`src/met_pkg.sv`:
```
// met_pkg: shared types and constants for the escape-time block
// sequencer state codes, multiplier step codes and the shade mapping
// no dependencies
package met_pkg;

    // iteration limit after reset
    localparam logic [11:0] MAX_ITER_RESET = 12'd256;

    // escape radius 64, compared as squared magnitude 4096 = 2^12
    localparam int ESC_R2_LOG2 = 12;

    typedef enum logic [5:0] {
        S_IDLE   = 6'b000001,
        S_SQ_RE  = 6'b000010,
        S_SQ_IM  = 6'b000100,
        S_TEST   = 6'b001000,
        S_CROSS  = 6'b010000,
        S_UPDATE = 6'b100000
    } met_state_t;

    // partial product order of the shared multiplier
    typedef logic [1:0] met_step_t;
    localparam met_step_t STEP_LO_LO = 2'd0;
    localparam met_step_t STEP_LO_HI = 2'd1;
    localparam met_step_t STEP_HI_LO = 2'd2;
    localparam met_step_t STEP_HI_HI = 2'd3;

    // count / 8, saturated at 15
    function automatic logic [3:0] met_shade(input logic [11:0] n);
        logic [3:0] s;
        if (n[11:7] != 5'd0)
        begin
            s = 4'd15;
        end
        else
        begin
            s = n[6:3];
        end
        return s;
    endfunction

endpackage

```
`src/mandelbrot_escape_time.sv`:
```
// mandelbrot_escape_time: escape-time iteration for one point c
// sequencer around one shared multiplier (met_mul)
// depends on met_pkg and met_mul
//
// usage
//   start/busy: a word (c_real, c_imag) is taken at a clock edge with start
//   high and busy low. c parts are signed fixed point, FRAC_BITS fraction bits
//   done: strobes for exactly one cycle with iter_count and shade_index; the
//   receiver cannot hold it off, so it must take the word in that cycle
//   cfg_we/cfg_wdata: writes max_iter, only while busy is low and no word
//   is pending
// timing
//   each iteration uses the multiplier three times (re*re, im*im, re*im),
//   four cycles a product, plus a test cycle and an update cycle: 14 cycles
//   done strobes 14*n - 4 cycles after the taking edge for a count of n;
//   with max_iter at zero it strobes on the next cycle with a count of zero
//   busy stays high until the result is out; the next word may be taken
//   during the done cycle
// reset
//   rst_n clears the sequencer and loads max_iter with 256
module mandelbrot_escape_time
    import met_pkg::*;
#(
    parameter int FRAC_BITS = 28
)
(
    input  logic               clk,
    input  logic               rst_n,
    input  logic               start,
    output logic               busy,
    input  logic signed [31:0] c_real,
    input  logic signed [31:0] c_imag,
    input  logic               cfg_we,
    input  logic [11:0]        cfg_wdata,
    output logic               done,
    output logic [11:0]        iter_count,
    output logic [3:0]         shade_index
);

    // z width: enough for |z*z| <= 8192 plus the widest c
    localparam int ZW        = ((FRAC_BITS + 15) > 33) ? (FRAC_BITS + 15) : 33;
    localparam int PW        = 2 * ZW;
    localparam int ESC_SHIFT = ESC_R2_LOG2 + 2 * FRAC_BITS;
    localparam logic [PW-1:0] ESC_LIMIT = PW'(1) << ESC_SHIFT;

    met_state_t state_reg;
    met_state_t state_next;

    logic signed [ZW-1:0] re_reg;
    logic signed [ZW-1:0] re_next;
    logic signed [ZW-1:0] im_reg;
    logic signed [ZW-1:0] im_next;
    logic signed [31:0]   cr_reg;
    logic signed [31:0]   cr_next;
    logic signed [31:0]   ci_reg;
    logic signed [31:0]   ci_next;
    logic signed [PW-1:0] rr_reg;
    logic signed [PW-1:0] rr_next;
    logic signed [PW-1:0] ii_reg;
    logic signed [PW-1:0] ii_next;
    logic [11:0]          count_reg;
    logic [11:0]          count_next;
    logic [11:0]          max_iter_reg;
    logic                 done_reg;
    logic                 done_next;
    logic [11:0]          iter_count_reg;
    logic [11:0]          iter_count_next;
    logic [3:0]           shade_reg;
    logic [3:0]           shade_next;

    logic                 mul_run;
    logic                 mul_last;
    logic signed [ZW-1:0] mul_a;
    logic signed [ZW-1:0] mul_b;
    logic signed [PW-1:0] mul_prod;

    logic [PW-1:0]        esc_sum;
    logic                 escaped;
    logic signed [PW-1:0] zr_diff;
    logic signed [PW-1:0] zr_shift;
    logic signed [PW-1:0] zi_dbl;
    logic signed [PW-1:0] zi_shift;
    logic signed [ZW-1:0] re_upd;
    logic signed [ZW-1:0] im_upd;

    assign mul_run = (state_reg == S_SQ_RE) || (state_reg == S_SQ_IM)
                  || (state_reg == S_CROSS);
    assign mul_a   = (state_reg == S_SQ_IM) ? im_reg : re_reg;
    assign mul_b   = (state_reg == S_SQ_RE) ? re_reg : im_reg;

    met_mul #(
        .W (ZW)
    ) u_mul (
        .clk   (clk),
        .rst_n (rst_n),
        .run   (mul_run),
        .a     (mul_a),
        .b     (mul_b),
        .last  (mul_last),
        .prod  (mul_prod)
    );

    // both squares are non-negative, so the sum cannot wrap
    assign esc_sum = rr_reg + mul_prod;
    assign escaped = esc_sum > ESC_LIMIT;

    // floor of the scaled values by arithmetic shift
    assign zr_diff  = rr_reg - ii_reg;
    assign zr_shift = zr_diff >>> FRAC_BITS;
    assign zi_dbl   = {mul_prod[PW-2:0], 1'b0};
    assign zi_shift = zi_dbl >>> FRAC_BITS;
    assign re_upd   = zr_shift[ZW-1:0] + ZW'(cr_reg);
    assign im_upd   = zi_shift[ZW-1:0] + ZW'(ci_reg);

    always_comb
    begin
        state_next      = state_reg;
        re_next         = re_reg;
        im_next         = im_reg;
        cr_next         = cr_reg;
        ci_next         = ci_reg;
        rr_next         = rr_reg;
        ii_next         = ii_reg;
        count_next      = count_reg;
        done_next       = 1'b0;
        iter_count_next = iter_count_reg;
        shade_next      = shade_reg;

        unique case (state_reg)
            S_IDLE:
            begin
                if (start)
                begin
                    if (max_iter_reg == 12'd0)
                    begin
                        done_next       = 1'b1;
                        iter_count_next = 12'd0;
                        shade_next      = 4'd0;
                    end
                    else
                    begin
                        // first iteration from z = 0 leaves z = c
                        re_next    = ZW'(c_real);
                        im_next    = ZW'(c_imag);
                        cr_next    = c_real;
                        ci_next    = c_imag;
                        count_next = 12'd1;
                        state_next = S_SQ_RE;
                    end
                end
            end
            S_SQ_RE:
            begin
                if (mul_last)
                begin
                    state_next = S_SQ_IM;
                end
            end
            S_SQ_IM:
            begin
                // product register still holds re*re until this pass ends
                if (mul_last)
                begin
                    rr_next    = mul_prod;
                    state_next = S_TEST;
                end
            end
            S_TEST:
            begin
                ii_next = mul_prod;
                if (escaped || (count_reg == max_iter_reg))
                begin
                    done_next       = 1'b1;
                    iter_count_next = count_reg;
                    shade_next      = met_shade(count_reg);
                    state_next      = S_IDLE;
                end
                else
                begin
                    state_next = S_CROSS;
                end
            end
            S_CROSS:
            begin
                if (mul_last)
                begin
                    state_next = S_UPDATE;
                end
            end
            S_UPDATE:
            begin
                re_next    = re_upd;
                im_next    = im_upd;
                count_next = count_reg + 12'd1;
                state_next = S_SQ_RE;
            end
            default:
            begin
                state_next = S_IDLE;
            end
        endcase
    end

    always_ff @(posedge clk or negedge rst_n)
    begin
        if (!rst_n)
        begin
            state_reg    <= S_IDLE;
            done_reg     <= 1'b0;
            max_iter_reg <= MAX_ITER_RESET;
            count_reg    <= 12'd0;
        end
        else
        begin
            state_reg <= state_next;
            done_reg  <= done_next;
            count_reg <= count_next;
            if (cfg_we)
            begin
                max_iter_reg <= cfg_wdata;
            end
        end
    end

    always_ff @(posedge clk)
    begin
        re_reg         <= re_next;
        im_reg         <= im_next;
        cr_reg         <= cr_next;
        ci_reg         <= ci_next;
        rr_reg         <= rr_next;
        ii_reg         <= ii_next;
        iter_count_reg <= iter_count_next;
        shade_reg      <= shade_next;
    end

    assign busy        = (state_reg != S_IDLE);
    assign done        = done_reg;
    assign iter_count  = iter_count_reg;
    assign shade_index = shade_reg;

    a_done_src: assert property (@(posedge clk) disable iff (!rst_n)
        done |-> $past(state_reg == S_TEST || state_reg == S_IDLE))
        else $error("result strobe without a finishing step");

    a_count_bound: assert property (@(posedge clk) disable iff (!rst_n)
        busy |-> (count_reg != 12'd0) && (count_reg <= max_iter_reg))
        else $error("iteration count out of range while busy");

    a_result_bound: assert property (@(posedge clk) disable iff (!rst_n)
        done |-> (iter_count <= max_iter_reg))
        else $error("iteration count beyond limit");

    a_start_resp: assert property (@(posedge clk) disable iff (!rst_n)
        start && !busy |=> busy || done)
        else $error("accepted word neither started nor answered");

endmodule

```
`src/met_mul.sv`:
```
// met_mul: signed W x W multiplier built from four half-width partial products
// one partial product and one accumulate per cycle while run is high, product registered
// depends on met_pkg for the step codes
module met_mul
    import met_pkg::*;
#(
    parameter int W = 43
)
(
    input  logic                  clk,
    input  logic                  rst_n,
    input  logic                  run,
    input  logic signed [W-1:0]   a,
    input  logic signed [W-1:0]   b,
    output logic                  last,
    output logic signed [2*W-1:0] prod
);

    localparam int H  = (W + 1) / 2;
    localparam int HW = W - H;
    localparam int OW = H + 1;
    localparam int AW = 2 * W + 2;
    localparam int PW = 2 * W;

    met_step_t step_reg;
    met_step_t step_next;

    logic signed [OW-1:0]   a_lo;
    logic signed [OW-1:0]   a_hi;
    logic signed [OW-1:0]   b_lo;
    logic signed [OW-1:0]   b_hi;
    logic signed [OW-1:0]   a_op;
    logic signed [OW-1:0]   b_op;
    logic signed [2*OW-1:0] pp;
    logic signed [AW-1:0]   pp_ext;
    logic signed [AW-1:0]   pp_sh;
    logic signed [AW-1:0]   acc_reg;
    logic signed [AW-1:0]   acc_next;
    logic signed [PW-1:0]   prod_reg;

    // low halves are unsigned digits, high halves carry the sign
    assign a_lo = {1'b0, a[H-1:0]};
    assign b_lo = {1'b0, b[H-1:0]};
    assign a_hi = {{(OW - HW){a[W-1]}}, a[W-1:H]};
    assign b_hi = {{(OW - HW){b[W-1]}}, b[W-1:H]};

    assign a_op = step_reg[1] ? a_hi : a_lo;
    assign b_op = step_reg[0] ? b_hi : b_lo;

    assign pp     = (2 * OW)'(a_op) * (2 * OW)'(b_op);
    assign pp_ext = AW'(pp);

    always_comb
    begin
        case (step_reg) inside
            STEP_LO_LO:             pp_sh = pp_ext;
            STEP_LO_HI, STEP_HI_LO: pp_sh = pp_ext <<< H;
            STEP_HI_HI:             pp_sh = pp_ext <<< (2 * H);
            default:                pp_sh = pp_ext;
        endcase
    end

    assign acc_next  = ((step_reg == STEP_LO_LO) ? '0 : acc_reg) + pp_sh;
    assign step_next = run ? met_step_t'(step_reg + 2'd1) : STEP_LO_LO;
    assign last      = run && (step_reg == STEP_HI_HI);
    assign prod      = prod_reg;

    always_ff @(posedge clk or negedge rst_n)
    begin
        if (!rst_n)
        begin
            step_reg <= STEP_LO_LO;
        end
        else
        begin
            step_reg <= step_next;
        end
    end

    always_ff @(posedge clk)
    begin
        acc_reg <= acc_next;
        if (last)
        begin
            prod_reg <= acc_next[PW-1:0];
        end
    end

    a_step_idle: assert property (@(posedge clk) disable iff (!rst_n)
        !run |=> (step_reg == STEP_LO_LO))
        else $error("multiplier step not cleared when idle");

    a_step_wrap: assert property (@(posedge clk) disable iff (!rst_n)
        last && run |=> (step_reg == STEP_LO_LO))
        else $error("multiplier step did not wrap after last partial product");

    a_step_adv: assert property (@(posedge clk) disable iff (!rst_n)
        run && !last |=> (step_reg == met_step_t'($past(step_reg) + 2'd1)))
        else $error("multiplier step did not advance");

endmodule

```
`config.mk`:
```
export PLATFORM = sky130hd
export DESIGN_NAME = mandelbrot_escape_time
export DESIGN_NICKNAME = d
export VERILOG_FILES = /design/src/met_pkg.sv /design/src/mandelbrot_escape_time.sv /design/src/met_mul.sv
export SDC_FILE = /design/constraint.sdc
export NUM_CORES = 2
export LEC_CHECK = 0
export ABC_CLOCK_PERIOD_IN_PS = 12000
export BUFFER_PORTS_ARGS = -buffer_cell sky130_fd_sc_hd__buf_4
export CAP_MARGIN = 20
export CORE_MARGIN = 4
export CORE_UTILIZATION = 59
export DETAILED_ROUTE_END_ITERATION = 10
export GPL_ROUTABILITY_DRIVEN = 0
export PLACE_DENSITY = 0.75
export SYNTH_ARGS = -nofsm -noshare
export SYNTH_HDL_FRONTEND = slang
export SYNTH_SLANG_ARGS = --single-unit
```
`constraint.sdc`:
```
create_clock -name clk -period 12 [get_ports clk]
set_clock_uncertainty 0.1 [all_clocks]
set_input_delay 0.6 -clock clk [delete_from_list [all_inputs] [get_ports clk]]
set_output_delay 0.6 -clock clk [all_outputs]
set_load 0.005 [all_outputs]
```
==> results summary <==
The run finished, with violations left. The checks that failed: setup timing. On the worst path, the slowest cell contributes a delay of slightly above 700 ps.

The required arrival time at the worst endpoint is 12250 ps. The clock latency on the worst-skew pair is around 620 ps. In the synthesized netlist the dominant register cell turns out to be sky130_fd_sc_hd__edfxtp_1. The footprint of the flip-flops and latches came out at around 0.015 mm². The count of mapped cells out of synthesis came out at between 6k and 7k. For this run, the total global-route usage over all layers was measured as 0.3632. TritonCTS built the clock tree. For this run, the register share of the synthesized area comes to 0.2624. The startpoint identified for the worst register-to-register timing path is state_reg[5]. The area overhead of the layout relative to synthesis came out at 15.63%. In this run the worst hold path is classified as in2reg. The number of unique standard cell types used by synthesis is 104. The number of hold violations in the final report is 0. The highest clock frequency the design can meet came out at roughly 83 MHz. The count of flip-flops with a built-in enable after synthesis is roughly 410. The arrival time reported for the critical path endpoint is around 12000 ps. The synthesized net count came out at ~7.3k. Among all stages on the critical path, the largest delay is contributed by sky130_fd_sc_hd__fa_2. The register-to-register setup slack came out at -120 ps. The tool flagged a number of max-cap violations equal to 0. The share of synthesized registers carrying an async set or reset came out at 0.06250.

The critical path endpoint category is a register. Clock-pin slew was measured on the worst setup and hold paths at approximately 70 ps. The total I/O pin count is between 90 and 100. The floorplan row count came out at roughly 110. Fill cells in the final layout number between 7k and 8k. The worst path in the final design needs a cycle of roughly 12000 ps, including I/O delays and setup. The number of antenna violations at the first check in global routing is 11. The area of all placed cells without fillers came out at roughly 0.065 mm². The headroom to the max-slew limit is 0.3312. Yosys printed 0 warnings. The post-synth design cell area is 0.05652 mm². The sink count of the clock tree is between 500 and 600. The number of cell instances on the worst register-to-register path came out at between 50 and 60. The critical path contains buffers and inverters numbering 13 combined.

The detail-routed net length per standard cell is between 20 and 25 µm. Of the cells placed in the final design, the portion with a size suffix greater than 1 is 0.1549. The net total in the final layout came out at between 7k and 8k.

STA classifies the critical path startpoint as a register. The number of synthesized register bits is roughly 530. The final layout contains routed wiring with a total length of ~190000 µm. The H-tree depth reported by CTS is 2. From left edge to right edge, the die measures 317.5 µm.

The residual DRC count is 0. The first detailed-routing pass took 7 iterations. Setup repair after global routing could not meet its margin everywhere. The slack of the critical path came out at -116.6 ps.

The global-route congestion overflow total is 0. Entering global routing, the biggest net connects 73 pins. Along the worst hold path, the cell count comes to 1.

The post-place instance area came out at 0.06200 mm². The library cell used as clock root buffer is sky130_fd_sc_hd__clkbuf_16. The via count is about 50k. Of all nets on the critical path, the largest fanout is 8. The total area of multi-input combinational cells came out at roughly 0.04 mm². The TritonCTS buffer count is 53. The number of global-route vias before repair came out at between 40k and 50k. The remaining antenna violation count after routing is 0. The average cell area after synthesis is about 9 µm².

The endpoint of the most critical register-to-register path is u_mul.prod[83]. The transition time at the pin with the least slew margin is about 1000 ps. For this configuration, the core starts out at a cell density of 0.5948. The count of pins over their slew limit is 0. The part of the cycle the worst path needs is 1.010.

The number of buffers on the longest clock path is 3. The total area inside the core boundary comes to roughly 0.095 mm². The wire length of the first global-routing pass is 284500 µm.

The mean number of vias per cell is roughly 6.3. The final HPWL from detailed placement is around 150000 µm. The worst-case hold path end point is cr_reg[10].

The startpoint identified for the worst hold timing path is c_real[10]. The total of buffers placed on input and output ports came out at 97. The critical path is of the reg2reg type. The number of setup violations in the final report came out at 8.

For this run, the share of the core covered by cells in the final layout is 0.6878. The floorplan step defined a die boundary enclosing between 0.1 and 0.15 mm². The iteration-0 DRC count of the detailed router came out at ~5.7k. Measured along the y axis, the die boundary spans 317.5 µm. Grouping stages by cell kind, the critical path spends the most delay in adder cells.
## synthesized netlist by cell type, types with 16 or more instances
cell type	n	area share
sky130_fd_sc_hd__o31ai_1	30	0.0040
sky130_fd_sc_hd__and2_1	81	0.0090
sky130_fd_sc_hd__dfrtp_1	31	0.014
sky130_fd_sc_hd__inv_1	764	0.051
sky130_fd_sc_hd__o21a_1	75	0.010
sky130_fd_sc_hd__clkbuf_1	208	0.014
sky130_fd_sc_hd__edfxtp_1	409	0.22
sky130_fd_sc_hd__ha_1	451	0.10
sky130_fd_sc_hd__and3_1	48	0.0053
sky130_fd_sc_hd__o211ai_1	26	0.0035
sky130_fd_sc_hd__or2_2	16	0.0018
sky130_fd_sc_hd__and4_1	22	0.0034
sky130_fd_sc_hd__nor4_1	22	0.0024
sky130_fd_sc_hd__a31oi_1	42	0.0046
sky130_fd_sc_hd__nand4_1	72	0.0080
sky130_fd_sc_hd__o21ai_0	307	0.027
sky130_fd_sc_hd__nand2_1	753	0.050
sky130_fd_sc_hd__nand2b_1	49	0.0054
sky130_fd_sc_hd__xnor2_1	165	0.026
sky130_fd_sc_hd__nor2_1	448	0.030
sky130_fd_sc_hd__a221oi_1	19	0.0029
sky130_fd_sc_hd__nor3_1	66	0.0058
sky130_fd_sc_hd__a211oi_1	37	0.0049
sky130_fd_sc_hd__or3_1	28	0.0031
sky130_fd_sc_hd__o21ai_1	27	0.0024
sky130_fd_sc_hd__xor2_1	132	0.020
sky130_fd_sc_hd__a21oi_1	372	0.033
sky130_fd_sc_hd__o21bai_1	50	0.0066
sky130_fd_sc_hd__o22ai_1	30	0.0033
sky130_fd_sc_hd__dfxtp_1	86	0.030
sky130_fd_sc_hd__mux2i_1	19	0.0034
sky130_fd_sc_hd__fa_1	569	0.20
sky130_fd_sc_hd__a21o_1	202	0.027
sky130_fd_sc_hd__nand3_1	111	0.0098
sky130_fd_sc_hd__nor2b_1	136	0.015
## metal layers
layer,part of all wire,global-route usage,up-vias
li1,-,-,22030
met2,0.44,0.5706,3148
met4,0.083,0.2342,6
met1,0.36,0.4471,24120
met5,0.00028,0,-
met3,0.12,0.09342,889
## worst max path at each step
stage                           endpoint    startpoint  depth (start not counted)
final                     u_mul.prod[83]  state_reg[5]                         54
after global routing      u_mul.prod[83]  state_reg[3]                         50
after CTS                 u_mul.prod[55]  state_reg[4]                         55
after detailed placement  u_mul.prod[79]  state_reg[4]                         50
after global placement    u_mul.prod[74]  state_reg[4]                         51
after floorplan           u_mul.prod[85]  state_reg[3]                         51
## cell families (layout without fill, tap and decap cells)
family,Yosys count,after routing,synth area share
adder cells (fa/ha/maj),1020,1020,0.3014
buffers and inverters,991,1525,0.06622
AND/OR/NAND/NOR,1902,1905,0.1565
other,0,6,0
multiplexers,46,46,0.01134
flip-flops,528,528,0.2624
AO/OA/AOI/OAI,1380,1380,0.1561
XOR/XNOR,297,297,0.04603
## area by class of cell
cell class                 instances  share of cell area
multi-input combinational       4648              0.5963
sequential                       528              0.2270
timing repair buffer             662             0.08107
inverter                         765             0.04396
tap                             1265             0.02422
clock buffer                      64             0.02202
clock inverter                    34            0.005227
antenna                            6           0.0002298
## through the flow
step	setup TNS (ps)	hold WS, ps	instances	worst slack [ps]
floorplan	0	204.4	6164	28.78
global placement	-3148	352.4	7811	-223.7
detailed placement	-11800	348.6	7811	-443.4
CTS	0	45.28	7920	1.575
global route	-6517	52.13	7966	-364.8
finish	-539.9	66.27	7972	-116.6
## placed cells by master (no fill, tap or decap), types with 21 or more instances in the layout
master,Yosys,final
sky130_fd_sc_hd__a21o_1,202,202
sky130_fd_sc_hd__dfrtp_1,31,29
sky130_fd_sc_hd__nor2_1,448,429
sky130_fd_sc_hd__o211ai_1,26,26
sky130_fd_sc_hd__o21a_1,75,59
sky130_fd_sc_hd__and3_1,48,46
sky130_fd_sc_hd__and4_1,22,22
sky130_fd_sc_hd__edfxtp_1,409,409
sky130_fd_sc_hd__xor2_1,132,132
sky130_fd_sc_hd__o21bai_1,50,50
sky130_fd_sc_hd__o21ai_2,1,21
sky130_fd_sc_hd__buf_6,0,40
sky130_fd_sc_hd__nand4_1,72,72
sky130_fd_sc_hd__a21oi_1,372,343
sky130_fd_sc_hd__nor4_1,22,22
sky130_fd_sc_hd__inv_1,764,751
sky130_fd_sc_hd__o22ai_1,30,28
sky130_fd_sc_hd__fa_1,569,552
sky130_fd_sc_hd__buf_4,3,607
sky130_fd_sc_hd__o31ai_1,30,26
sky130_fd_sc_hd__clkbuf_16,0,55
sky130_fd_sc_hd__nand2b_1,49,49
sky130_fd_sc_hd__nor3_1,66,61
sky130_fd_sc_hd__and2_1,81,78
sky130_fd_sc_hd__a211oi_1,37,35
sky130_fd_sc_hd__nand2_1,753,741
sky130_fd_sc_hd__a31oi_1,42,39
sky130_fd_sc_hd__dfxtp_1,86,86
sky130_fd_sc_hd__a21oi_2,3,27
sky130_fd_sc_hd__ha_1,451,436
sky130_fd_sc_hd__o21ai_0,307,276
sky130_fd_sc_hd__xnor2_1,165,158
sky130_fd_sc_hd__or3_1,28,28
sky130_fd_sc_hd__o21ai_1,27,33
sky130_fd_sc_hd__nor2b_1,136,135
sky130_fd_sc_hd__nand3_1,111,105
## repair_timing
| action | in CTS | in global routing |
|---|---|---|
| setup buffers | 8 | 43 |
| pin swaps | 15 | 141 |
| endpoints found under the hold margin | 31 | 0 |
| gates cloned | 2 | 5 |
| hold buffers | 1 | 0 |
| setup endpoints to repair | 50 | 76 |
| resized for setup | 39 | 238 |
Power is not shown: default switching activity piles up to over one toggle a cycle in this logic, so the estimate is an artifact.
